[src/hw/rtl/ptbl_pkg.sv]
// Shared constants, types and command/status structs of the per-client token bucket limiter.
// No dependencies; every other RTL file refers to it by scoped names.
`default_nettype none

package ptbl_pkg;

	localparam int CLIENT_SLOTS = 16;
	localparam int SLOT_W       = (CLIENT_SLOTS > 1) ? $clog2(CLIENT_SLOTS) : 1;
	localparam int GROUP        = 4;
	localparam int GROUPS       = (CLIENT_SLOTS + GROUP - 1) / GROUP;

	localparam int KEY_W        = 32;
	localparam int TIME_W       = 48;
	localparam int RATE_W       = 10;
	localparam int BURST_W      = 10;
	localparam int TOK_W        = 20;
	localparam int ELAPSED_W    = 21;
	localparam int PROD_W       = ELAPSED_W + RATE_W;
	localparam int SUM_W        = PROD_W + 1;
	localparam int OUT_SLOT_W   = 4;
	localparam int CFG_IDX_W    = 8;
	localparam int CFG_DATA_W   = 10;

	localparam logic [ELAPSED_W-1:0] ELAPSED_CAP       = ELAPSED_W'(1 << 20);
	localparam logic [TOK_W-1:0]     MILLI_PER_TOKEN   = TOK_W'(1000);
	localparam logic [RATE_W-1:0]    RATE_RESET        = RATE_W'(5);
	localparam logic [TOK_W-1:0]     BURST_MILLI_RESET = TOK_W'(10000);

	localparam logic [CFG_IDX_W-1:0] REG_REFILL_RATE  = CFG_IDX_W'(0);
	localparam logic [CFG_IDX_W-1:0] REG_BURST_TOKENS = CFG_IDX_W'(1);

	typedef enum logic [2:0] {
		ST_IDLE,
		ST_LOOKUP,
		ST_PICK,
		ST_DELTA,
		ST_SCALE,
		ST_COMMIT
	} state_t;

	typedef struct packed {
		logic accept;
		logic lookup;
		logic pick;
		logic delta;
		logic scale;
		logic commit;
	} cmd_t;

	typedef struct packed {
		logic out_full;
	} sts_t;

endpackage

`default_nettype wire

[src/hw/rtl/ptbl_req_if.sv]
// Request channel interface: valid/ready plus client key and timestamp.
// Depends on ptbl_pkg.
`default_nettype none

interface ptbl_req_if;
	logic                         valid;
	logic                         ready;
	logic [ptbl_pkg::KEY_W-1:0]   key_id;
	logic [ptbl_pkg::TIME_W-1:0]  time_ms;

	modport source (output valid, output key_id, output time_ms, input ready);
	modport sink   (input valid, input key_id, input time_ms, output ready);
endinterface

`default_nettype wire

[src/hw/rtl/ptbl_rsp_if.sv]
// Response channel interface: valid/ready plus verdict, slot and new-client flag.
// Depends on ptbl_pkg.
`default_nettype none

interface ptbl_rsp_if;
	logic                              valid;
	logic                              ready;
	logic                              allowed;
	logic [ptbl_pkg::OUT_SLOT_W-1:0]   slot_used;
	logic                              new_client;

	modport source (output valid, output allowed, output slot_used, output new_client,
		input ready);
	modport sink   (input valid, input allowed, input slot_used, input new_client,
		output ready);
endinterface

`default_nettype wire

[src/hw/rtl/ptbl_cfg_if.sv]
// Configuration write channel interface: valid/ready plus register index and data.
// Depends on ptbl_pkg.
`default_nettype none

interface ptbl_cfg_if;
	logic                               valid;
	logic                               ready;
	logic [ptbl_pkg::CFG_IDX_W-1:0]     index;
	logic [ptbl_pkg::CFG_DATA_W-1:0]    data;

	modport source (output valid, output index, output data, input ready);
	modport sink   (input valid, input index, input data, output ready);
endinterface

`default_nettype wire

[src/hw/rtl/ptbl_ctrl.sv]
// Controller state machine: sequences lookup, pick, delta, scale and commit per request.
// Depends on ptbl_pkg; drives the datapath through ptbl_pkg::cmd_t.
`default_nettype none

module ptbl_ctrl (
	input  wire logic            clk,
	input  wire logic            arst_n,
	input  wire logic            req_valid,
	output logic                 req_ready,
	input  ptbl_pkg::sts_t       sts,
	output ptbl_pkg::cmd_t       cmd
);

	ptbl_pkg::state_t state_q;
	ptbl_pkg::state_t state_d;

	always_ff @(posedge clk or negedge arst_n) begin
		if (!arst_n) begin
			state_q <= ptbl_pkg::ST_IDLE;
		end else begin
			state_q <= state_d;
		end
	end

	always_comb begin
		state_d = state_q;
		unique case (state_q)
			ptbl_pkg::ST_IDLE: begin
				if (req_valid) state_d = ptbl_pkg::ST_LOOKUP;
			end
			ptbl_pkg::ST_LOOKUP: state_d = ptbl_pkg::ST_PICK;
			ptbl_pkg::ST_PICK:   state_d = ptbl_pkg::ST_DELTA;
			ptbl_pkg::ST_DELTA:  state_d = ptbl_pkg::ST_SCALE;
			ptbl_pkg::ST_SCALE:  state_d = ptbl_pkg::ST_COMMIT;
			ptbl_pkg::ST_COMMIT: begin
				if (!sts.out_full) state_d = ptbl_pkg::ST_IDLE;
			end
			default: state_d = ptbl_pkg::ST_IDLE;
		endcase
	end

	always_comb begin
		req_ready = 1'b0;
		cmd       = '0;
		unique case (state_q)
			ptbl_pkg::ST_IDLE: begin
				req_ready  = 1'b1;
				cmd.accept = req_valid;
			end
			ptbl_pkg::ST_LOOKUP: cmd.lookup = 1'b1;
			ptbl_pkg::ST_PICK:   cmd.pick   = 1'b1;
			ptbl_pkg::ST_DELTA:  cmd.delta  = 1'b1;
			ptbl_pkg::ST_SCALE:  cmd.scale  = 1'b1;
			ptbl_pkg::ST_COMMIT: cmd.commit = !sts.out_full;
			default: begin
				req_ready = 1'b0;
			end
		endcase
	end

endmodule

`default_nettype wire

[src/hw/rtl/ptbl_dp.sv]
// Datapath: slot table, key match, LRU search, refill arithmetic and response register.
// Depends on ptbl_pkg; steered by ptbl_ctrl through ptbl_pkg::cmd_t.
`default_nettype none

module ptbl_dp (
	input  wire logic                                clk,
	input  wire logic                                arst_n,
	input  ptbl_pkg::cmd_t                           cmd,
	output ptbl_pkg::sts_t                           sts,
	input  wire logic [ptbl_pkg::KEY_W-1:0]          req_key_id,
	input  wire logic [ptbl_pkg::TIME_W-1:0]         req_time_ms,
	input  wire logic                                cfg_valid,
	input  wire logic [ptbl_pkg::CFG_IDX_W-1:0]      cfg_index,
	input  wire logic [ptbl_pkg::CFG_DATA_W-1:0]     cfg_data,
	input  wire logic                                rsp_ready,
	output logic                                     rsp_valid,
	output logic                                     rsp_allowed,
	output logic [ptbl_pkg::OUT_SLOT_W-1:0]          rsp_slot_used,
	output logic                                     rsp_new_client
);

	localparam int N = ptbl_pkg::CLIENT_SLOTS;
	localparam int G = ptbl_pkg::GROUPS;

	logic [ptbl_pkg::RATE_W-1:0]   rate_q;
	logic [ptbl_pkg::TOK_W-1:0]    burst_milli_q;

	logic [ptbl_pkg::KEY_W-1:0]    key_q;
	logic [ptbl_pkg::TIME_W-1:0]   now_q;

	logic                          valid_q    [N];
	logic [ptbl_pkg::KEY_W-1:0]    key_mem    [N];
	logic [ptbl_pkg::TOK_W-1:0]    tok_mem    [N];
	logic [ptbl_pkg::TIME_W-1:0]   refill_mem [N];
	logic [ptbl_pkg::TIME_W-1:0]   seen_mem   [N];

	logic                          hit_any, free_any;
	logic [ptbl_pkg::SLOT_W-1:0]   hit_idx, vacant_idx;
	logic [ptbl_pkg::SLOT_W-1:0]   grp_idx  [G];
	logic [ptbl_pkg::TIME_W-1:0]   grp_seen [G];

	logic                          hit_any_s1, free_any_s1;
	logic [ptbl_pkg::SLOT_W-1:0]   hit_idx_s1, vacant_idx_s1;
	logic [ptbl_pkg::SLOT_W-1:0]   grp_idx_s1  [G];
	logic [ptbl_pkg::TIME_W-1:0]   grp_seen_s1 [G];

	logic [ptbl_pkg::SLOT_W-1:0]   old_idx;
	logic [ptbl_pkg::TIME_W-1:0]   old_seen;
	logic [ptbl_pkg::SLOT_W-1:0]   slot_s2;
	logic                          fresh_s2;

	logic [ptbl_pkg::TOK_W-1:0]    cur_tok;
	logic [ptbl_pkg::TIME_W-1:0]   cur_ref;
	logic [ptbl_pkg::TIME_W-1:0]   diff;
	logic [ptbl_pkg::TOK_W-1:0]    tok_s3;
	logic [ptbl_pkg::ELAPSED_W-1:0] elapsed_s3;
	logic                          pos_s3;

	logic [ptbl_pkg::TOK_W-1:0]    tok_s4;
	logic [ptbl_pkg::PROD_W-1:0]   prod_s4;
	logic                          pos_s4;

	logic [ptbl_pkg::SUM_W-1:0]    sum;
	logic [ptbl_pkg::TOK_W-1:0]    refilled, bal, new_tok;
	logic                          ok;

	logic                          rsp_valid_q;
	logic                          allowed_q, new_client_q;
	logic [ptbl_pkg::OUT_SLOT_W-1:0] slot_used_q;

	// configuration registers
	always_ff @(posedge clk or negedge arst_n) begin
		if (!arst_n) begin
			rate_q        <= ptbl_pkg::RATE_RESET;
			burst_milli_q <= ptbl_pkg::BURST_MILLI_RESET;
		end else if (cfg_valid) begin
			unique case (cfg_index)
				ptbl_pkg::REG_REFILL_RATE:  rate_q <= ptbl_pkg::RATE_W'(cfg_data);
				ptbl_pkg::REG_BURST_TOKENS: burst_milli_q <=
					ptbl_pkg::TOK_W'(ptbl_pkg::TOK_W'(cfg_data) * ptbl_pkg::MILLI_PER_TOKEN);
				default: ;
			endcase
		end
	end

	always_ff @(posedge clk) begin
		if (cmd.accept) begin
			key_q <= req_key_id;
			now_q <= req_time_ms;
		end
	end

	// key match, first free slot, per-group oldest
	always_comb begin
		hit_any    = 1'b0;
		hit_idx    = '0;
		free_any   = 1'b0;
		vacant_idx = '0;
		for (int i = N - 1; i >= 0; i--) begin
			if (valid_q[i] && key_mem[i] == key_q) begin
				hit_any = 1'b1;
				hit_idx = ptbl_pkg::SLOT_W'(i);
			end
			if (!valid_q[i]) begin
				free_any   = 1'b1;
				vacant_idx = ptbl_pkg::SLOT_W'(i);
			end
		end
	end

	always_comb begin
		for (int g = 0; g < G; g++) begin
			grp_idx[g]  = ptbl_pkg::SLOT_W'(g * ptbl_pkg::GROUP);
			grp_seen[g] = seen_mem[g * ptbl_pkg::GROUP];
			for (int j = 1; j < ptbl_pkg::GROUP; j++) begin
				if (g * ptbl_pkg::GROUP + j < N) begin
					if (seen_mem[g * ptbl_pkg::GROUP + j] < grp_seen[g]) begin
						grp_idx[g]  = ptbl_pkg::SLOT_W'(g * ptbl_pkg::GROUP + j);
						grp_seen[g] = seen_mem[g * ptbl_pkg::GROUP + j];
					end
				end
			end
		end
	end

	always_ff @(posedge clk) begin
		if (cmd.lookup) begin
			hit_any_s1    <= hit_any;
			hit_idx_s1    <= hit_idx;
			free_any_s1   <= free_any;
			vacant_idx_s1 <= vacant_idx;
			for (int g = 0; g < G; g++) begin
				grp_idx_s1[g]  <= grp_idx[g];
				grp_seen_s1[g] <= grp_seen[g];
			end
		end
	end

	// oldest over group winners, lowest index on a tie
	always_comb begin
		old_idx  = grp_idx_s1[0];
		old_seen = grp_seen_s1[0];
		for (int g = 1; g < G; g++) begin
			if (grp_seen_s1[g] < old_seen) begin
				old_idx  = grp_idx_s1[g];
				old_seen = grp_seen_s1[g];
			end
		end
	end

	always_ff @(posedge clk) begin
		if (cmd.pick) begin
			fresh_s2 <= !hit_any_s1;
			if (hit_any_s1)       slot_s2 <= hit_idx_s1;
			else if (free_any_s1) slot_s2 <= vacant_idx_s1;
			else                  slot_s2 <= old_idx;
		end
	end

	// elapsed time, saturated
	always_comb begin
		cur_tok = fresh_s2 ? burst_milli_q : tok_mem[slot_s2];
		cur_ref = fresh_s2 ? now_q : refill_mem[slot_s2];
		diff    = now_q - cur_ref;
	end

	always_ff @(posedge clk) begin
		if (cmd.delta) begin
			tok_s3     <= cur_tok;
			pos_s3     <= now_q > cur_ref;
			elapsed_s3 <= (diff > ptbl_pkg::TIME_W'(ptbl_pkg::ELAPSED_CAP)) ?
				ptbl_pkg::ELAPSED_CAP : diff[ptbl_pkg::ELAPSED_W-1:0];
		end
	end

	always_ff @(posedge clk) begin
		if (cmd.scale) begin
			tok_s4  <= tok_s3;
			pos_s4  <= pos_s3;
			prod_s4 <= ptbl_pkg::PROD_W'(elapsed_s3) * ptbl_pkg::PROD_W'(rate_q);
		end
	end

	// refill, cap, spend
	always_comb begin
		sum      = ptbl_pkg::SUM_W'(tok_s4) + ptbl_pkg::SUM_W'(prod_s4);
		refilled = (sum > ptbl_pkg::SUM_W'(burst_milli_q)) ? burst_milli_q :
			sum[ptbl_pkg::TOK_W-1:0];
		bal      = pos_s4 ? refilled : tok_s4;
		ok       = bal >= ptbl_pkg::MILLI_PER_TOKEN;
		new_tok  = ok ? bal - ptbl_pkg::MILLI_PER_TOKEN : bal;
	end

	always_ff @(posedge clk or negedge arst_n) begin
		if (!arst_n) begin
			for (int i = 0; i < N; i++) valid_q[i] <= 1'b0;
		end else if (cmd.commit) begin
			valid_q[slot_s2] <= 1'b1;
		end
	end

	always_ff @(posedge clk) begin
		if (cmd.commit) begin
			key_mem[slot_s2]  <= key_q;
			tok_mem[slot_s2]  <= new_tok;
			seen_mem[slot_s2] <= now_q;
			if (pos_s4 || fresh_s2) refill_mem[slot_s2] <= now_q;
		end
	end

	// response register
	always_ff @(posedge clk or negedge arst_n) begin
		if (!arst_n) begin
			rsp_valid_q <= 1'b0;
		end else if (cmd.commit) begin
			rsp_valid_q <= 1'b1;
		end else if (rsp_ready) begin
			rsp_valid_q <= 1'b0;
		end
	end

	always_ff @(posedge clk) begin
		if (cmd.commit) begin
			allowed_q    <= ok;
			new_client_q <= fresh_s2;
			slot_used_q  <= ptbl_pkg::OUT_SLOT_W'(slot_s2);
		end
	end

	assign sts.out_full   = rsp_valid_q && !rsp_ready;
	assign rsp_valid      = rsp_valid_q;
	assign rsp_allowed    = allowed_q;
	assign rsp_slot_used  = slot_used_q;
	assign rsp_new_client = new_client_q;

endmodule

`default_nettype wire

[src/hw/rtl/per_client_token_bucket_limiter_core.sv]
// A request beat is accepted only in idle; the controller then runs its five-step
// sequence (lookup, LRU pick, elapsed, multiply, commit) and returns to idle, so
// the next request is taken only once the last has committed its response.
// A commit waits while the response register still holds an untaken beat.
// Reset clears control, slot valid bits and restores refill_rate 5, burst_tokens 10.
`default_nettype none

module per_client_token_bucket_limiter_core (
	input  wire logic    clk,
	input  wire logic    arst_n,
	ptbl_req_if.sink     req,
	ptbl_rsp_if.source   rsp,
	ptbl_cfg_if.sink     cfg
);

	ptbl_pkg::cmd_t cmd;
	ptbl_pkg::sts_t sts;

	assign cfg.ready = 1'b1;

	ptbl_ctrl u_ctrl (
		.clk       (clk),
		.arst_n    (arst_n),
		.req_valid (req.valid),
		.req_ready (req.ready),
		.sts       (sts),
		.cmd       (cmd)
	);

	ptbl_dp u_dp (
		.clk            (clk),
		.arst_n         (arst_n),
		.cmd            (cmd),
		.sts            (sts),
		.req_key_id     (req.key_id),
		.req_time_ms    (req.time_ms),
		.cfg_valid      (cfg.valid),
		.cfg_index      (cfg.index),
		.cfg_data       (cfg.data),
		.rsp_ready      (rsp.ready),
		.rsp_valid      (rsp.valid),
		.rsp_allowed    (rsp.allowed),
		.rsp_slot_used  (rsp.slot_used),
		.rsp_new_client (rsp.new_client)
	);

`ifndef ASSERT_OFF
	a_cmd_onehot: assert property (@(posedge clk) disable iff (!arst_n)
		$onehot0(cmd))
		else $error("more than one datapath step at once");

	a_accept_then_lookup: assert property (@(posedge clk) disable iff (!arst_n)
		cmd.accept |=> cmd.lookup)
		else $error("accepted beat not followed by lookup");

	a_no_overwrite: assert property (@(posedge clk) disable iff (!arst_n)
		!(cmd.commit && sts.out_full))
		else $error("commit over an untaken response beat");

	a_rsp_from_commit: assert property (@(posedge clk) disable iff (!arst_n)
		$rose(rsp.valid) |-> $past(cmd.commit))
		else $error("response beat without a commit");
`endif

endmodule

`default_nettype wire

[src/flat_wrapper.sv]
// flat-port wrapper written by rule: the top's interface ports become plain ports
module per_client_token_bucket_limiter_core_flat 
  (clk, arst_n, req_valid, req_key_id, req_time_ms, req_ready, rsp_valid, rsp_allowed, rsp_slot_used, rsp_new_client, rsp_ready, cfg_valid, cfg_index, cfg_data, cfg_ready);
  ptbl_req_if req_i ();
  ptbl_rsp_if rsp_i ();
  ptbl_cfg_if cfg_i ();
  input  wire logic clk;
  input  wire logic arst_n;
  input wire logic [$bits(req_i.valid)-1:0] req_valid;
  input wire logic [$bits(req_i.key_id)-1:0] req_key_id;
  input wire logic [$bits(req_i.time_ms)-1:0] req_time_ms;
  output wire logic [$bits(req_i.ready)-1:0] req_ready;
  output wire logic [$bits(rsp_i.valid)-1:0] rsp_valid;
  output wire logic [$bits(rsp_i.allowed)-1:0] rsp_allowed;
  output wire logic [$bits(rsp_i.slot_used)-1:0] rsp_slot_used;
  output wire logic [$bits(rsp_i.new_client)-1:0] rsp_new_client;
  input wire logic [$bits(rsp_i.ready)-1:0] rsp_ready;
  input wire logic [$bits(cfg_i.valid)-1:0] cfg_valid;
  input wire logic [$bits(cfg_i.index)-1:0] cfg_index;
  input wire logic [$bits(cfg_i.data)-1:0] cfg_data;
  output wire logic [$bits(cfg_i.ready)-1:0] cfg_ready;
  assign req_i.valid = req_valid;
  assign req_i.key_id = req_key_id;
  assign req_i.time_ms = req_time_ms;
  assign req_ready = req_i.ready;
  assign rsp_valid = rsp_i.valid;
  assign rsp_allowed = rsp_i.allowed;
  assign rsp_slot_used = rsp_i.slot_used;
  assign rsp_new_client = rsp_i.new_client;
  assign rsp_i.ready = rsp_ready;
  assign cfg_i.valid = cfg_valid;
  assign cfg_i.index = cfg_index;
  assign cfg_i.data = cfg_data;
  assign cfg_ready = cfg_i.ready;
  per_client_token_bucket_limiter_core u_core (.clk(clk), .arst_n(arst_n), .req(req_i), .rsp(rsp_i), .cfg(cfg_i));
endmodule
[config.mk]
export PLATFORM = sky130hd
export DESIGN_NAME = per_client_token_bucket_limiter_core_flat
export DESIGN_NICKNAME = d
export VERILOG_FILES = /design/src/hw/rtl/ptbl_pkg.sv /design/src/hw/rtl/ptbl_req_if.sv /design/src/hw/rtl/ptbl_rsp_if.sv /design/src/hw/rtl/ptbl_cfg_if.sv /design/src/hw/rtl/ptbl_ctrl.sv /design/src/hw/rtl/ptbl_dp.sv /design/src/hw/rtl/per_client_token_bucket_limiter_core.sv /design/src/flat_wrapper.sv
export SDC_FILE = /design/constraint.sdc
export NUM_CORES = 2
export LEC_CHECK = 0
export BUFFER_PORTS_ARGS = -buffer_cell sky130_fd_sc_hd__buf_2
export CORE_MARGIN = 3
export CORE_UTILIZATION = 35
export CTS_BUF_LIST = sky130_fd_sc_hd__clkbuf_8
export CTS_CLUSTER_DIAMETER = 80
export DETAILED_ROUTE_END_ITERATION = 10
export SYNTH_ARGS = -nofsm -noshare
export SYNTH_HDL_FRONTEND = slang
export SYNTH_SLANG_ARGS = --single-unit
[constraint.sdc]
create_clock -name clk -period 16.35 [get_ports clk]
set_clock_uncertainty 0.05 [all_clocks]
set_input_delay 0.8175 -clock clk [delete_from_list [all_inputs] [get_ports clk]]
set_output_delay 0.8175 -clock clk [all_outputs]
set_load 0.02 [all_outputs]
==> metrics.cfg <==
[synth]
synth_edf_count = 2763
syn_nets = 10500
yosys-top-cells-count = edfxtp_1, ha_1, inv_1
synth_seq_cells = 2814
ys_seq_area_frac = 0.608
async_flop_share = 0.0167
netlist_top_cells_area = edfxtp_1, ha_1, mux4_2
yosys.area.top_type = edfxtp_1
synth.most_common_cell = edfxtp_1
yosysWarnings = 0
netlist_instances = 9270
synth_top_area_frac = 0.599
synth_area_sq_um = 138000
yosysUniqueCellTypes = 97
avgSynthCellArea_sq_um = 14.9
synth_ff_type = edfxtp_1

[floorplan]
io_pins = 112
dieArea_sq_um = 403000
chipWidth_um = 635
core_area_sq_um = 393000
num_rows = 230
fp.dieH_um = 635
initial_core_util = 0.352

[pwr]
leakage_nw = 59.2
switching_share = 0.329
p_seq_frac = 0.432
power_frac_clock = 0.278
ir_drop_mv = 0.125
internal_power_mw = 14.0
p_switching_mw = 6.85
comb_power_share = 0.289
power_density_nw_per_um2 = 134

[grt]
grt_antenna_before_repair = 31
grt_overflow = 0
grt_pass1_vias = 84400
grtUsageTotal = 0.184
grt_pass1_wl_um = 559000
grt_max_degree = 161

[place]
hpwl_um = 250000
post-place-ws_ps = 4700
dpl_cell_area_sq_um = 146000
port_buffers = 110
gp_congestion = 0.865

[critical_path]
cp.required_ps = 17160
startpoint_type = register
critical_path.max_fanout = 32
cp.arrival_ps = 12530
crit_slowest_cell = a41oi_4
endpoint_kind = register
slowest_delay_ps = 850
crit_top_cell = a21o_1
crit_type = register to register

[route]
routed_via_density = 5.27
initialDrtViolationCount = 7601
firstDrtPassIters = 6
ant_nets = 0
wl_per_cell_um = 24.7
routed_wl_um = 381000
drc = 0
num_vias = 81300

[clock_network]
post_cts_resized = 0
post-cts-setup-buffer-count = 0
cts_root_buffer = clkbuf_8
cts_made_buffers = 456
clock_latency_ps = 1110
clkSinkCount = 2814
cts_tree = built
cts_htree_levels = 5
clockBufferDepth = 4
clk_pin_slew_ps = 60

[sta]
rsz0062_at_grt = no
slew_viol_final = 0
tightest_slew_ps = 1450
max_clock_freq_mhz = 85.3
finalCritPeriodShare = 0.717
slew_headroom = 0.0314
timing.hold.ws_ps = 166
layout_min_cycle_time_ps = 11720
finalSetupViolations = 0
fin_ws_ps = 4630
timing.setup.tns_ps = 0
finalHoldViolCount = 0

[finish]
drive_gt1_frac = 0.144
nNetsFinal = 11000
design_area_sq_um = 156000
nFillCells = 36200
syn_to_final_growth_pct = 12.4

[hold_path]
hold_class = input port to register

[run]
drv_cap = 0

[outcome]
outcome = finished clean

routing by layer:
layer / GRT usage / routed length [um] / share of wire
met1: 0.245 / 161000 / 0.42
met2: 0.312 / 186000 / 0.49
met3: 0.0268 / 22600 / 0.059
met4: 0.0562 / 11000 / 0.029
met5: 0 / 31 / 0.000081
worst paths after layout:
kind / start / endpoint / slack (ps) / depth (start not counted)
worst max-delay path: u_core.u_dp.seen_mem[5][1] / u_core.u_dp.grp_seen_s1[1][25] / 4630 / 39
worst min-delay path: cfg_data[0] / u_core.u_dp.burst_milli_q[3] / 170 / 2
worst max register to register: u_core.u_dp.seen_mem[5][1] / u_core.u_dp.grp_seen_s1[1][25] / 4630 / 39
worst min register to register: u_core.u_dp.pos_s3 / u_core.u_dp.pos_s4 / 370 / 0
max in group asynchronous: arst_n / u_core.u_dp.valid_q[10] / 15310 / 2
min in group asynchronous: arst_n / u_core.u_dp.rate_q[3] / 340 / 2
sequential cells by signal, indices dropped and copies added, names as in the netlist, 3 cells and up, named ones only:
name	count
u_core.u_ctrl.state_q	3
u_core.u_dp.tok_s3	20
u_core.u_dp.prod_s4	31
u_core.u_dp.key_mem	512
u_core.u_dp.elapsed_s3	21
u_core.u_dp.rsp_slot_used	4
u_core.u_dp.hit_idx_s1	4
u_core.u_dp.tok_s4	20
u_core.u_dp.seen_mem	768
u_core.u_dp.refill_mem	768
u_core.u_dp.grp_idx_s1	8
u_core.u_dp.rate_q	10
u_core.u_dp.valid_q	16
u_core.u_dp.grp_seen_s1	192
u_core.u_dp.burst_milli_q	17
u_core.u_dp.key_q	32
u_core.u_dp.vacant_idx_s1	4
u_core.u_dp.slot_s2	4
u_core.u_dp.tok_mem	320
u_core.u_dp.now_q	48
area by class of cell:
type                       instances  area, sq um  share of cell area
timing repair buffer             392         2930              0.0188
inverter                         807         3050              0.0196
antenna                           14         35.0            0.000225
clock inverter                   359         2040              0.0131
tap                             5220         6530              0.0420
sequential                      2814        84200               0.541
clock buffer                     467         6430              0.0413
multi-input combinational       5341        50300               0.324
per-stage QoR:
| step | util | instances | power [mW] |
|---|---|---|---|
| floorplan | - | 9270 | 13.2 |
| global placement | 0.372 | 14500 | 15.0 |
| detailed placement | 0.372 | 14500 | 15.2 |
| CTS | 0.396 | 15400 | 21.0 |
| global route | 0.396 | 15400 | 21.8 |
| finish | 0.396 | 15400 | 20.8 |
cells by family (layout without fill, tap and decap cells):
kind of cell    count (synthesis)  after routing  synth area share
simple gates                 1484           1484            0.0567
fa+ha+maj                    1080           1080             0.107
other cells                     1             15         0.0000271
flops                        2814           2814             0.608
mux                           970            970             0.102
buf+inv                      1115           2025            0.0306
compound gates               1207           1207            0.0570
xor+xnor                      599            599            0.0379
power by group through the flow:
stage	clock (mW)	sequential, mW	combinational, mW
after floorplan	0	9.12	4.04
after global placement	0	9.15	5.89
after detailed placement	0	9.15	6.01
after CTS	5.94	9.00	6.06
after global routing	6.25	9.03	6.52
final	5.79	9.00	6.03
worst max-delay path, delay by kind of cell (launching register included):
family / cells / cell delay (ps)
AO/OA/AOI/OAI: 25 / 6640
buffers and inverters: 3 / 1650
multiplexers: 3 / 1070
adder cells (fa/ha/maj): 3 / 900
AND/OR/NAND/NOR: 5 / 720
flip-flops: 1 / 390
repair_timing:
| action | in CTS | in global routing |
|---|---|---|
| hold endpoints to repair | 122 | 0 |
| endpoints found under the setup margin | 0 | 0 |
| hold buffers | 83 | 0 |
cells in the final DEF (no fill, tap or decap), drive strengths merged, types with 143 or more instances in the layout:
cell    instances
a21o          306
a21oi         322
and2          143
buf           309
clkbuf        467
clkinv        152
edfxtp       2763
fa            182
ha            898
inv           991
mux2          144
mux2i         486
mux4          340
nand2         363
nand4         262
nor2          209
o21ai         268
xnor2         416
xor2          183
Power figures use the tool's default switching activity.
